==> src/rtl/tcs_pkg.sv <==
// Package: shared types, constants and codes of the TCP connection block.
`timescale 1ns / 1ps
package tcs_pkg;

  localparam int unsigned MssW = 11;
  localparam int unsigned WinW = 16;
  localparam int unsigned SeqW = 32;
  localparam int unsigned LenW = 15;

  localparam logic [MssW-1:0] MssReset = 11'd1460;
  localparam logic [WinW-1:0] RxCapReset = 16'd8192;
  localparam logic [WinW-1:0] InitWinReset = 16'd65535;
  localparam logic [MssW-1:0] MssMin = 11'd536;
  localparam logic [MssW-1:0] MssMax = 11'd1460;
  localparam logic [LenW-1:0] SendMax = 15'd16384;

  localparam int unsigned QueueDepth = 2;

  localparam logic [5:0] FlFin = 6'h01;
  localparam logic [5:0] FlSyn = 6'h02;
  localparam logic [5:0] FlRst = 6'h04;
  localparam logic [5:0] FlPsh = 6'h08;
  localparam logic [5:0] FlAck = 6'h10;

  localparam logic [1:0] CfgMss = 2'd0;
  localparam logic [1:0] CfgRxCap = 2'd1;
  localparam logic [1:0] CfgInitWin = 2'd2;

  typedef enum logic [2:0] {
    CmdSegment = 3'd0,
    CmdOpen = 3'd1,
    CmdClose = 3'd2,
    CmdSend = 3'd3,
    CmdConsume = 3'd4
  } cmd_e;

  localparam logic [3:0] StClosed = 4'd0;
  localparam logic [3:0] StSynSent = 4'd2;
  localparam logic [3:0] StEstab = 4'd4;
  localparam logic [3:0] StFw1 = 4'd5;
  localparam logic [3:0] StFw2 = 4'd6;
  localparam logic [3:0] StClosing = 4'd7;
  localparam logic [3:0] StTimeWait = 4'd8;
  localparam logic [3:0] StCloseWait = 4'd9;
  localparam logic [3:0] StLastAck = 4'd10;

  localparam logic [1:0] StatDone = 2'd0;
  localparam logic [1:0] StatReject = 2'd1;
  localparam logic [1:0] StatIgnored = 2'd2;

  // Classified event handed from the front end to the back end.
  typedef struct packed {
    logic            bad_cmd;
    logic [2:0]      cmd;
    logic            is_fin;
    logic            is_syn;
    logic            is_rst;
    logic            is_ack;
    logic [SeqW-1:0] seg_seq;
    logic [SeqW-1:0] seg_ack;
    logic [WinW-1:0] seg_window;
    logic [LenW-1:0] length;
    logic            checksum_ok;
    logic [SeqW-1:0] start_seq;
  } event_t;

  typedef struct packed {
    logic            emit;
    logic [5:0]      tx_flags;
    logic [SeqW-1:0] tx_seq;
    logic [SeqW-1:0] tx_ack;
    logic [WinW-1:0] tx_window;
    logic [MssW-1:0] tx_length;
    logic [3:0]      conn_state;
    logic [1:0]      status;
    logic [LenW-1:0] byte_count;
    logic            last;
  } result_t;

endpackage

==> src/rtl/tcs_front.sv <==
// Front end: accepts input items, classifies them and queues events.
`timescale 1ns / 1ps
module tcs_front #(
  parameter int unsigned Depth = tcs_pkg::QueueDepth
) (
  input  logic                  clk_i,
  input  logic                  rst_ni,
  input  logic                  push_i,
  output logic                  full_o,
  input  logic [2:0]            cmd_i,
  input  logic [5:0]            seg_flags_i,
  input  logic [31:0]           seg_seq_i,
  input  logic [31:0]           seg_ack_i,
  input  logic [15:0]           seg_window_i,
  input  logic [14:0]           length_i,
  input  logic                  checksum_ok_i,
  input  logic [31:0]           start_seq_i,
  output logic                  ev_valid_o,
  output tcs_pkg::event_t       ev_o,
  input  logic                  ev_take_i
);
  localparam int unsigned PtrW = (Depth > 1) ? $clog2(Depth) : 1;

  tcs_pkg::event_t q_q [Depth];
  logic [PtrW-1:0] wr_q, rd_q;
  logic [PtrW:0]   cnt_q;
  tcs_pkg::event_t ev_in;
  logic            do_push;

  always_comb begin
    ev_in.bad_cmd     = (cmd_i > 3'(tcs_pkg::CmdConsume));
    ev_in.cmd         = cmd_i;
    ev_in.is_fin      = |(seg_flags_i & tcs_pkg::FlFin);
    ev_in.is_syn      = |(seg_flags_i & tcs_pkg::FlSyn);
    ev_in.is_rst      = |(seg_flags_i & tcs_pkg::FlRst);
    ev_in.is_ack      = |(seg_flags_i & tcs_pkg::FlAck);
    ev_in.seg_seq     = seg_seq_i;
    ev_in.seg_ack     = seg_ack_i;
    ev_in.seg_window  = seg_window_i;
    ev_in.length      = length_i;
    ev_in.checksum_ok = checksum_ok_i;
    ev_in.start_seq   = start_seq_i;
  end

  assign full_o     = (cnt_q == (PtrW+1)'(Depth));
  assign do_push    = push_i && !full_o;
  assign ev_valid_o = (cnt_q != '0);
  assign ev_o       = q_q[rd_q];

  always_ff @(posedge clk_i) begin
    if (do_push) begin
      q_q[wr_q] <= ev_in;
    end
  end

  always_ff @(posedge clk_i or negedge rst_ni) begin
    if (!rst_ni) begin
      wr_q  <= '0;
      rd_q  <= '0;
      cnt_q <= '0;
    end else begin
      if (do_push) begin
        wr_q <= (wr_q == PtrW'(Depth - 1)) ? '0 : wr_q + 1'b1;
      end
      if (ev_take_i) begin
        rd_q <= (rd_q == PtrW'(Depth - 1)) ? '0 : rd_q + 1'b1;
      end
      cnt_q <= cnt_q + (PtrW+1)'(do_push) - (PtrW+1)'(ev_take_i);
    end
  end

`ifndef SYNTHESIS
  a_no_underflow: assert property (@(posedge clk_i) disable iff (!rst_ni)
    ev_take_i |-> ev_valid_o) else $error("event taken from empty queue");
  a_count_range: assert property (@(posedge clk_i) disable iff (!rst_ni)
    cnt_q <= (PtrW+1)'(Depth)) else $error("event queue overflow");
  a_push_count: assert property (@(posedge clk_i) disable iff (!rst_ni)
    (do_push && !ev_take_i) |=> (cnt_q == $past(cnt_q) + 1'b1))
    else $error("event queue count did not advance");
`endif
endmodule

==> src/rtl/tcs_back.sv <==
// Back end: connection state, event execution and result register.
`timescale 1ns / 1ps
module tcs_back (
  input  logic                 clk_i,
  input  logic                 rst_ni,
  input  logic                 cfg_we_i,
  input  logic [1:0]           cfg_idx_i,
  input  logic [15:0]          cfg_data_i,
  input  logic                 ev_valid_i,
  input  tcs_pkg::event_t      ev_i,
  output logic                 ev_take_o,
  output logic                 res_valid_o,
  output tcs_pkg::result_t     res_o,
  input  logic                 res_take_i
);
  typedef enum logic [1:0] {
    SIdle,
    SSend
  } state_e;

  state_e state_q;
  logic [10:0] mss_q;
  logic [15:0] rxcap_q, initwin_q;
  logic [3:0]  cs_q;
  logic [31:0] sseq_q, sack_q, rseq_q, hack_q;
  logic [15:0] rxcnt_q, lwin_q, rwin_q;
  logic [14:0] left_q, count_q;
  logic        res_valid_q;
  tcs_pkg::result_t res_q;

  // fin_ack marks a segment that both acked data and carried FIN: the data
  // ack goes out first, then the FIN ack; handled by a detour through pend_q.
  logic        pend_q;
  logic [31:0] pend_ack_q;

  logic [10:0] mss_c;
  logic        slot_free;
  logic        res_load;

  // Combinational single-event outcome.
  logic [3:0]  cs_n;
  logic [31:0] sseq_n, sack_n, rseq_n, hack_n;
  logic [15:0] rxcnt_n, lwin_n, rwin_n;
  logic        emit_n;
  logic [5:0]  fl_n;
  logic [1:0]  stat_n;
  logic [14:0] cnt_n;
  logic        go_send;
  logic        fin_ack;
  logic [16:0] rx_sum;
  logic [14:0] take;
  logic [10:0] seg_len;
  logic        seg_last;

  assign mss_c = (mss_q < tcs_pkg::MssMin) ? tcs_pkg::MssMin :
                 (mss_q > tcs_pkg::MssMax) ? tcs_pkg::MssMax : mss_q;
  assign slot_free = !res_valid_q || res_take_i;
  assign res_valid_o = res_valid_q;
  assign res_o = res_q;
  // Hold the next event while the second ack of a data+FIN segment waits.
  assign ev_take_o = (state_q == SIdle) && !pend_q && ev_valid_i && slot_free;
  assign res_load = ((state_q == SIdle) && pend_q && slot_free) ||
                    (ev_take_o && !go_send) ||
                    ((state_q == SSend) && slot_free);

  assign rx_sum = {1'b0, rxcnt_q} + 17'(ev_i.length);
  assign take = (17'(ev_i.length) < 17'(rxcnt_q)) ? ev_i.length : rxcnt_q[14:0];
  assign seg_last = (left_q <= 15'(mss_c));
  assign seg_len = seg_last ? left_q[10:0] : mss_c;

  always_comb begin
    cs_n = cs_q; sseq_n = sseq_q; sack_n = sack_q; rseq_n = rseq_q;
    hack_n = hack_q; rxcnt_n = rxcnt_q; lwin_n = lwin_q; rwin_n = rwin_q;
    emit_n = 1'b0; fl_n = '0; stat_n = tcs_pkg::StatDone; cnt_n = '0;
    go_send = 1'b0; fin_ack = 1'b0;
    case (ev_i.cmd)
      3'(tcs_pkg::CmdSegment): begin
        if (cs_q == tcs_pkg::StClosed || !ev_i.checksum_ok) begin
          stat_n = tcs_pkg::StatIgnored;
        end else begin
          rwin_n = ev_i.seg_window;
          case (cs_q)
            tcs_pkg::StSynSent: begin
              if (ev_i.is_syn && ev_i.is_ack) begin
                if (ev_i.seg_ack == sseq_q) begin
                  cs_n = tcs_pkg::StEstab;
                  sack_n = ev_i.seg_seq + 32'd1;
                  rseq_n = ev_i.seg_seq + 32'd1;
                  emit_n = 1'b1; fl_n = tcs_pkg::FlAck;
                end
              end else if (ev_i.is_rst) begin
                cs_n = tcs_pkg::StClosed;
              end
            end
            tcs_pkg::StEstab: begin
              // Data and FIN on one segment: two ACKs go out in order, the data ack
              // first; the FIN ack is the later one.
              if (ev_i.length != '0 && ev_i.seg_seq == rseq_q &&
                  rx_sum <= {1'b0, rxcap_q}) begin
                rxcnt_n = rx_sum[15:0];
                rseq_n = rseq_q + 32'(ev_i.length);
                sack_n = rseq_n;
                lwin_n = lwin_q - 16'(ev_i.length);
                emit_n = 1'b1; fl_n = tcs_pkg::FlAck;
              end
              if (ev_i.is_ack && ev_i.seg_ack > hack_q) hack_n = ev_i.seg_ack;
              if (ev_i.is_fin) begin
                cs_n = tcs_pkg::StCloseWait;
                fin_ack = emit_n;
                rseq_n = rseq_n + 32'd1;
                sack_n = rseq_n;
                emit_n = 1'b1; fl_n = tcs_pkg::FlAck;
              end
              if (ev_i.is_rst) cs_n = tcs_pkg::StClosed;
            end
            tcs_pkg::StFw1: begin
              if (ev_i.is_ack && ev_i.seg_ack == sseq_q) cs_n = tcs_pkg::StFw2;
              if (ev_i.is_fin) begin
                rseq_n = rseq_q + 32'd1; sack_n = rseq_n;
                emit_n = 1'b1; fl_n = tcs_pkg::FlAck;
                cs_n = (cs_n == tcs_pkg::StFw2) ? tcs_pkg::StTimeWait
                                                 : tcs_pkg::StClosing;
              end
            end
            tcs_pkg::StFw2: begin
              if (ev_i.is_fin) begin
                rseq_n = rseq_q + 32'd1; sack_n = rseq_n;
                emit_n = 1'b1; fl_n = tcs_pkg::FlAck;
                cs_n = tcs_pkg::StTimeWait;
              end
            end
            tcs_pkg::StLastAck: begin
              if (ev_i.is_ack && ev_i.seg_ack == sseq_q) cs_n = tcs_pkg::StClosed;
            end
            tcs_pkg::StClosing: begin
              if (ev_i.is_ack && ev_i.seg_ack == sseq_q) cs_n = tcs_pkg::StTimeWait;
            end
            default: ;
          endcase
        end
      end
      3'(tcs_pkg::CmdOpen): begin
        if (cs_q != tcs_pkg::StClosed) begin
          stat_n = tcs_pkg::StatReject;
        end else begin
          lwin_n = initwin_q; rwin_n = initwin_q; rxcnt_n = '0;
          hack_n = '0; rseq_n = '0; sack_n = '0;
          sseq_n = ev_i.start_seq;
          cs_n = tcs_pkg::StSynSent;
          emit_n = 1'b1; fl_n = tcs_pkg::FlSyn;
        end
      end
      3'(tcs_pkg::CmdClose): begin
        if (cs_q == tcs_pkg::StClosed) begin
          stat_n = tcs_pkg::StatReject;
        end else if (cs_q == tcs_pkg::StEstab || cs_q == tcs_pkg::StCloseWait) begin
          emit_n = 1'b1; fl_n = tcs_pkg::FlFin | tcs_pkg::FlAck;
          cs_n = (cs_q == tcs_pkg::StEstab) ? tcs_pkg::StFw1 : tcs_pkg::StLastAck;
        end else begin
          cs_n = tcs_pkg::StClosed;
        end
      end
      3'(tcs_pkg::CmdSend): begin
        if (cs_q != tcs_pkg::StEstab || ev_i.length == '0 ||
            ev_i.length > tcs_pkg::SendMax || 16'(ev_i.length) > rwin_q) begin
          stat_n = tcs_pkg::StatReject;
        end else begin
          go_send = 1'b1;
        end
      end
      3'(tcs_pkg::CmdConsume): begin
        if (cs_q != tcs_pkg::StEstab || ev_i.length == '0) begin
          stat_n = tcs_pkg::StatReject;
        end else begin
          rxcnt_n = rxcnt_q - 16'(take);
          lwin_n = lwin_q + 16'(take);
          cnt_n = take;
        end
      end
      default: stat_n = tcs_pkg::StatReject;
    endcase
    if (ev_i.bad_cmd) stat_n = tcs_pkg::StatReject;
  end

  always_ff @(posedge clk_i) begin
    if (state_q == SIdle && ev_take_o) begin
      left_q  <= ev_i.length;
      count_q <= ev_i.length;
    end else if (state_q == SSend && slot_free) begin
      left_q <= left_q - 15'(seg_len);
    end
  end

  always_ff @(posedge clk_i or negedge rst_ni) begin
    if (!rst_ni) begin
      state_q <= SIdle;
      mss_q <= tcs_pkg::MssReset; rxcap_q <= tcs_pkg::RxCapReset;
      initwin_q <= tcs_pkg::InitWinReset;
      cs_q <= tcs_pkg::StClosed;
      sseq_q <= '0; sack_q <= '0; rseq_q <= '0; hack_q <= '0;
      rxcnt_q <= '0; lwin_q <= '0; rwin_q <= '0;
      res_valid_q <= 1'b0; res_q <= '0;
      pend_q <= 1'b0; pend_ack_q <= '0;
    end else begin
      if (cfg_we_i) begin
        case (cfg_idx_i)
          tcs_pkg::CfgMss:     mss_q <= cfg_data_i[10:0];
          tcs_pkg::CfgRxCap:   rxcap_q <= cfg_data_i;
          tcs_pkg::CfgInitWin: initwin_q <= cfg_data_i;
          default: ;
        endcase
      end
      if (res_load) begin
        res_valid_q <= 1'b1;
      end else if (res_take_i) begin
        res_valid_q <= 1'b0;
      end
      case (state_q)
        SIdle: begin
          if (pend_q && slot_free) begin
            // Second ack of a data+FIN segment.
            pend_q <= 1'b0;
            res_q.emit <= 1'b1; res_q.tx_flags <= tcs_pkg::FlAck;
            res_q.tx_seq <= sseq_q; res_q.tx_ack <= pend_ack_q;
            res_q.tx_window <= lwin_q; res_q.tx_length <= '0;
            res_q.last <= 1'b1;
          end else if (ev_take_o) begin
            cs_q <= cs_n; sseq_q <= sseq_n + (fl_n == tcs_pkg::FlSyn ? 32'd1 : 32'd0)
                   + ((fl_n == (tcs_pkg::FlFin | tcs_pkg::FlAck)) ? 32'd1 : 32'd0);
            sack_q <= sack_n; rseq_q <= rseq_n; hack_q <= hack_n;
            rxcnt_q <= rxcnt_n; lwin_q <= lwin_n; rwin_q <= rwin_n;
            res_q.conn_state <= cs_n; res_q.status <= stat_n;
            if (go_send) begin
              state_q <= SSend;
            end else begin
              res_q.emit <= emit_n;
              res_q.tx_flags <= emit_n ? fl_n : 6'd0;
              res_q.tx_seq <= emit_n ? sseq_n : 32'd0;
              res_q.tx_ack <= emit_n ? (fin_ack ? ev_i.seg_seq + 32'(ev_i.length)
                                                : sack_n) : 32'd0;
              res_q.tx_window <= emit_n ? (fin_ack ? lwin_n : lwin_n) : 16'd0;
              res_q.tx_length <= '0;
              res_q.byte_count <= cnt_n;
              res_q.last <= !fin_ack;
              pend_q <= fin_ack;
              pend_ack_q <= sack_n;
            end
          end
        end
        SSend: begin
          if (slot_free) begin
            res_q.emit <= 1'b1; res_q.tx_flags <= tcs_pkg::FlPsh | tcs_pkg::FlAck;
            res_q.tx_seq <= sseq_q; res_q.tx_ack <= sack_q;
            res_q.tx_window <= lwin_q; res_q.tx_length <= seg_len;
            res_q.byte_count <= count_q; res_q.last <= seg_last;
            sseq_q <= sseq_q + 32'(seg_len);
            rwin_q <= rwin_q - 16'(seg_len);
            if (seg_last) state_q <= SIdle;
          end
        end
        default: state_q <= SIdle;
      endcase
    end
  end

`ifndef SYNTHESIS
  a_take_idle: assert property (@(posedge clk_i) disable iff (!rst_ni)
    ev_take_o |-> (state_q == SIdle)) else $error("event taken while sending");
  a_no_overwrite: assert property (@(posedge clk_i) disable iff (!rst_ni)
    (res_valid_q && !res_take_i) |=> (res_valid_q && $stable(res_q)))
    else $error("result overwritten");
  a_send_left: assert property (@(posedge clk_i) disable iff (!rst_ni)
    (state_q == SSend) |-> (left_q != '0)) else $error("send with no bytes left");
`endif
endmodule

==> src/rtl/tcp_connection_state_machine.sv <==
// Top level: TCP connection state machine, queue-style ports.
// An accepted event waits in the event queue and its result is loaded into the
// back end's result register; a send or a full result register holds it back.
// Throughput: one event per cycle while results are popped at once and no send
// or FIN ack is pending; a send gives one result per MSS segment.
// A data segment that also carries FIN gives two results, the data ack first.
// Reset (rst_ni low, asynchronous) closes the connection and loads defaults.
`timescale 1ns / 1ps
module tcp_connection_state_machine #(
  parameter int unsigned QueueDepth = tcs_pkg::QueueDepth
) (
  input  logic        clk_i,
  input  logic        rst_ni,
  input  logic        push,
  output logic        full,
  input  logic [2:0]  cmd_i,
  input  logic [5:0]  seg_flags_i,
  input  logic [31:0] seg_seq_i,
  input  logic [31:0] seg_ack_i,
  input  logic [15:0] seg_window_i,
  input  logic [14:0] length_i,
  input  logic        checksum_ok_i,
  input  logic [31:0] start_seq_i,
  input  logic        cfg_we_i,
  input  logic [1:0]  cfg_idx_i,
  input  logic [15:0] cfg_data_i,
  output logic        empty,
  input  logic        pop,
  output logic        emit_o,
  output logic [5:0]  tx_flags_o,
  output logic [31:0] tx_seq_o,
  output logic [31:0] tx_ack_o,
  output logic [15:0] tx_window_o,
  output logic [10:0] tx_length_o,
  output logic [3:0]  conn_state_o,
  output logic [1:0]  status_o,
  output logic [14:0] byte_count_o,
  output logic        last_o
);
  logic             ev_valid, ev_take, res_valid;
  tcs_pkg::event_t  ev;
  tcs_pkg::result_t res;

  tcs_front #(.Depth(QueueDepth)) u_front (
    .clk_i, .rst_ni, .push_i(push), .full_o(full),
    .cmd_i, .seg_flags_i, .seg_seq_i, .seg_ack_i, .seg_window_i,
    .length_i, .checksum_ok_i, .start_seq_i,
    .ev_valid_o(ev_valid), .ev_o(ev), .ev_take_i(ev_take)
  );

  tcs_back u_back (
    .clk_i, .rst_ni, .cfg_we_i, .cfg_idx_i, .cfg_data_i,
    .ev_valid_i(ev_valid), .ev_i(ev), .ev_take_o(ev_take),
    .res_valid_o(res_valid), .res_o(res), .res_take_i(pop && res_valid)
  );

  assign empty        = !res_valid;
  assign emit_o       = res.emit;
  assign tx_flags_o   = res.tx_flags;
  assign tx_seq_o     = res.tx_seq;
  assign tx_ack_o     = res.tx_ack;
  assign tx_window_o  = res.tx_window;
  assign tx_length_o  = res.tx_length;
  assign conn_state_o = res.conn_state;
  assign status_o     = res.status;
  assign byte_count_o = res.byte_count;
  assign last_o       = res.last;
endmodule

==> config.mk <==
export PLATFORM = sky130hd
export DESIGN_NAME = tcp_connection_state_machine
export DESIGN_NICKNAME = d
export VERILOG_FILES = /design/src/rtl/tcs_pkg.sv /design/src/rtl/tcs_front.sv /design/src/rtl/tcs_back.sv /design/src/rtl/tcp_connection_state_machine.sv
export SDC_FILE = /design/constraint.sdc
export NUM_CORES = 2
export LEC_CHECK = 0
export ABC_AREA = 1
export BUFFER_PORTS_ARGS = -buffer_cell sky130_fd_sc_hd__buf_2
export CORE_MARGIN = 3
export CORE_UTILIZATION = 51
export CTS_BUF_LIST = sky130_fd_sc_hd__clkbuf_8
export DETAILED_ROUTE_END_ITERATION = 10
export PLACE_DENSITY = 0.76
export SYNTH_ARGS = -nofsm -noshare
export SYNTH_HDL_FRONTEND = slang
export SYNTH_SLANG_ARGS = --single-unit
export TNS_END_PERCENT = 50
==> constraint.sdc <==
create_clock -name clk_i -period 19.3 [get_ports clk_i]
set_input_delay 0.965 -clock clk_i [delete_from_list [all_inputs] [get_ports clk_i]]
set_output_delay 0.965 -clock clk_i [all_outputs]
set_load 0.05 [all_outputs]
==> flow_metrics.env <==
export IMPL_skew_ps=55.0
export IMPL_powerDensity_nw_per_um2=199
export IMPL_worstSetupPathType="reg2reg"
export IMPL_drt_wl_total_mm=171
export IMPL_ctsHoldBuffers=0
export IMPL_cts_tree="done"
export IMPL_floorplan_initialDensity_pct=51.7
export IMPL_grt_usage_pct=37.4
export IMPL_netSwitchingPower_mw=5.26
export IMPL_top_layer="met5"
export IMPL_drt_pass1_iterations=6
export IMPL_fin_ws_ps=9630
export IMPL_cts_buffer_depth=3
export IMPL_place_detailed_hpwl_mm=127
export IMPL_hold_viol=0
export IMPL_critPathCaptureType="flip-flop"
export IMPL_layout_drive_gt1_share_pct=11.2
export IMPL_p_int_mw=4.32
export IMPL_boundaryPins=282
export IMPL_clk_pin_slew_ps=70
export IMPL_power_frac_comb_pct=61.2
export IMPL_die_h_um=298
export IMPL_drt_met1_wl_mm=66.9
export IMPL_synth_edff_count=302
export IMPL_critPathBufInv=7
export IMPL_final_max_slew_violation_count=0
export IMPL_wl_met2_mm=73.9
export IMPL_cts_sinks=646
export IMPL_rsz0062_at_grt="false"
export IMPL_vias=43300
export IMPL_overflow=0
export IMPL_fillers=7844
export IMPL_tightest_slew_ps=1280
export IMPL_cp_max_fo=70
export IMPL_antenna_left=0
export IMPL_mostFrequentLayoutCells="1403 x nand2_1, 623 x inv_1, 513 x nor2_1, 483 x o21ai_0, 375 x a21oi_1"
export IMPL_period_needed_ps=9670
export IMPL_die_x_um=298
export IMPL_sw_frac_of_total_pct=54.9
export IMPL_yosysSeqAreaShare_pct=40.8
export IMPL_multi_input_area_sq_um=22400
export IMPL_cts_resized=0
export IMPL_synth_warning_count=0
export IMPL_preCtsSetupSlack_ps=9940
export IMPL_avgViaCountPerCell=6.03
export IMPL_grt_max_degree=151
export IMPL_layout_area_seq_sq_um=17700
export IMPL_die_area_sq_um=88700
export IMPL_fin_crit_sh_pct=50.1
export IMPL_worstPathArrival_ps=10360
export IMPL_antenna_found_initial=13
export IMPL_drv_cap=0
export IMPL_layout_commonest_cell="nand2_1"
export IMPL_status="complete, no violations"
export IMPL_power_leakage_nw=21.9
export IMPL_clock_power_share_pct=13.5
export IMPL_relSlewSlack_pct=14.6
export IMPL_wl_per_cell_um=23.7
export IMPL_insertion_delay_ps=820
export IMPL_ys_types=81
export IMPL_floorplan_rows=106
export IMPL_max_stage_delay_ps=720
export IMPL_hold_class="in2async"
export IMPL_grt_pass1_wl_mm=251
export IMPL_grt_pass1_vias=40100
export IMPL_drtIter0Drc=5600
export IMPL_io_buffers=277
export IMPL_cp_start_kind="flip-flop"
export IMPL_core_area_sq_um=84000
export IMPL_synth_ff_type="dfrtp_1"
export IMPL_fmax_ghz=0.103
export IMPL_route_detailed_drc=0
export IMPL_clock_root_buffer="clkbuf_8"
export IMPL_syn_area_per_cell_sq_um=7.59
export IMPL_finalNetCount=6311
export IMPL_worstPathRequired_ps=19990
export IMPL_crit_slowest_cell="buf_4"
export IMPL_setup_viol=0
export IMPL_crit_path_frequent_cell="nand2_1"
export IMPL_syn2layout_area_growth_pct=10.8
export IMPL_syn_area_sq_um=43400
export IMPL_wl_met3_mm=19.2
export IMPL_vdd_drop_max_mv=0.127
export IMPL_numCtsBuffers=114
export IMPL_postCtsSetupBuffers=0
export IMPL_synth_cells=5720
export IMPL_ys_seq_elements=646
export IMPL_htree_levels=3
export IMPL_power_frac_seq_pct=25.3
export IMPL_final_setup_tns_ps=0
export IMPL_gp_congestion=1.04
export IMPL_async_reset_ff_share_pct=53.3
export IMPL_crit_family="simple AND/OR/NAND/NOR gates"
power by group through the flow:
stage / clock (mW) / combinational, mW / sequential, mW
2_1_floorplan: 0 / 3.66 / 2.65
3_5_place_dp: 0 / 5.70 / 2.41
6_report: 1.29 / 5.87 / 2.42
4_1_cts: 1.31 / 5.73 / 2.39
3_3_place_gp: 0 / 5.63 / 2.40
5_1_grt: 1.37 / 6.40 / 2.45
synthesized netlist by cell type, drive strengths merged, types with 69 or more instances:
master	instances	area, sq um
nor2	541	2110
edfxtp	302	9070
a21oi	376	1890
ha	187	2340
clkbuf	164	616
nand4	77	488
nand2	1433	5450
buf	69	439
nand3	301	1510
xor2	126	1100
dfrtp	321	8030
inv	611	2290
nor3	100	552
o21ai	540	2720
kinds of logic after synthesis:
logic type / synth area share (%)
buf+inv: 7.80
compound gates: 17.6
fa+ha+maj: 5.80
xor+xnor: 3.19
mux: 0.161
other cells: 0.00864
flops: 40.8
simple gates: 24.7
metrics by stage:
stage               instances  hold slack, ps  instance area [sq um]  utilization (%)  total power [mW]
floorplan                5721             449                  43400                -              6.31
global placement         6973             462                  45800             54.6              8.03
detailed placement       6973             462                  45800             54.6              8.11
CTS                      7186             153                  48100             57.3              9.43
global route             7187             188                  48100             57.3              10.2
finish                   7191             167                  48100             57.3              9.58
per-layer routing:
| metal | up-vias | track usage (%) |
|---|---|---|
| met5 | - | 0 |
| met3 | 454 | 9.31 |
| met4 | 8 | 20.8 |
| met2 | 2437 | 56.6 |
| li1 | 20000 | - |
| met1 | 20500 | 49.0 |
path summary, 6_finish.rpt:
path / from / endpoint / slack, ps / cells past startpoint
max: u_front.rd_q$_DFFE_PN0P_ / u_back.res_o[67]$_DFFE_PN0P_ / 9630 / 46
min: rst_ni / u_back.mss_q[1]$_DFFE_PN0P_ / 170 / 1
max reg2reg: u_front.rd_q$_DFFE_PN0P_ / u_back.res_o[67]$_DFFE_PN0P_ / 9630 / 46
min reg2reg: u_back.res_o[116]$_DFFE_PN0P_ / u_back.res_o[116]$_DFFE_PN0P_ / 470 / 2
max in group asynchronous: rst_ni / u_front.rd_q$_DFFE_PN0P_ / 17000 / 3
min in group clk_i: start_seq_i[17] / u_front.q_q[1][17]$_DFFE_PP_ / 340 / 1
registers in the layout, indices dropped and copies added (netlist names), 16 cells and up:
signal and cells:
u_back.rwin_q 16, u_back.rxcnt_q 16, u_back.rseq_q 32, u_back.res_o 114, u_back.initwin_q 16, u_back.rxcap_q 16
u_back.sseq_q 32, u_back.pend_ack_q 32, u_front.q_q 272, u_back.lwin_q 16, u_back.sack_q 32
final cells by class:
type                    instances  area share, %
diodes                          5         0.0260
well taps                    1134           2.95
clock inverters                87           1.13
inverters                     621           4.85
flip-flops and latches        646           36.8
clock buffers                 126           3.60
multi-input cells            4221           46.5
repair buffers                351           4.08
No activity file was read; power rests on OpenSTA's default activity.
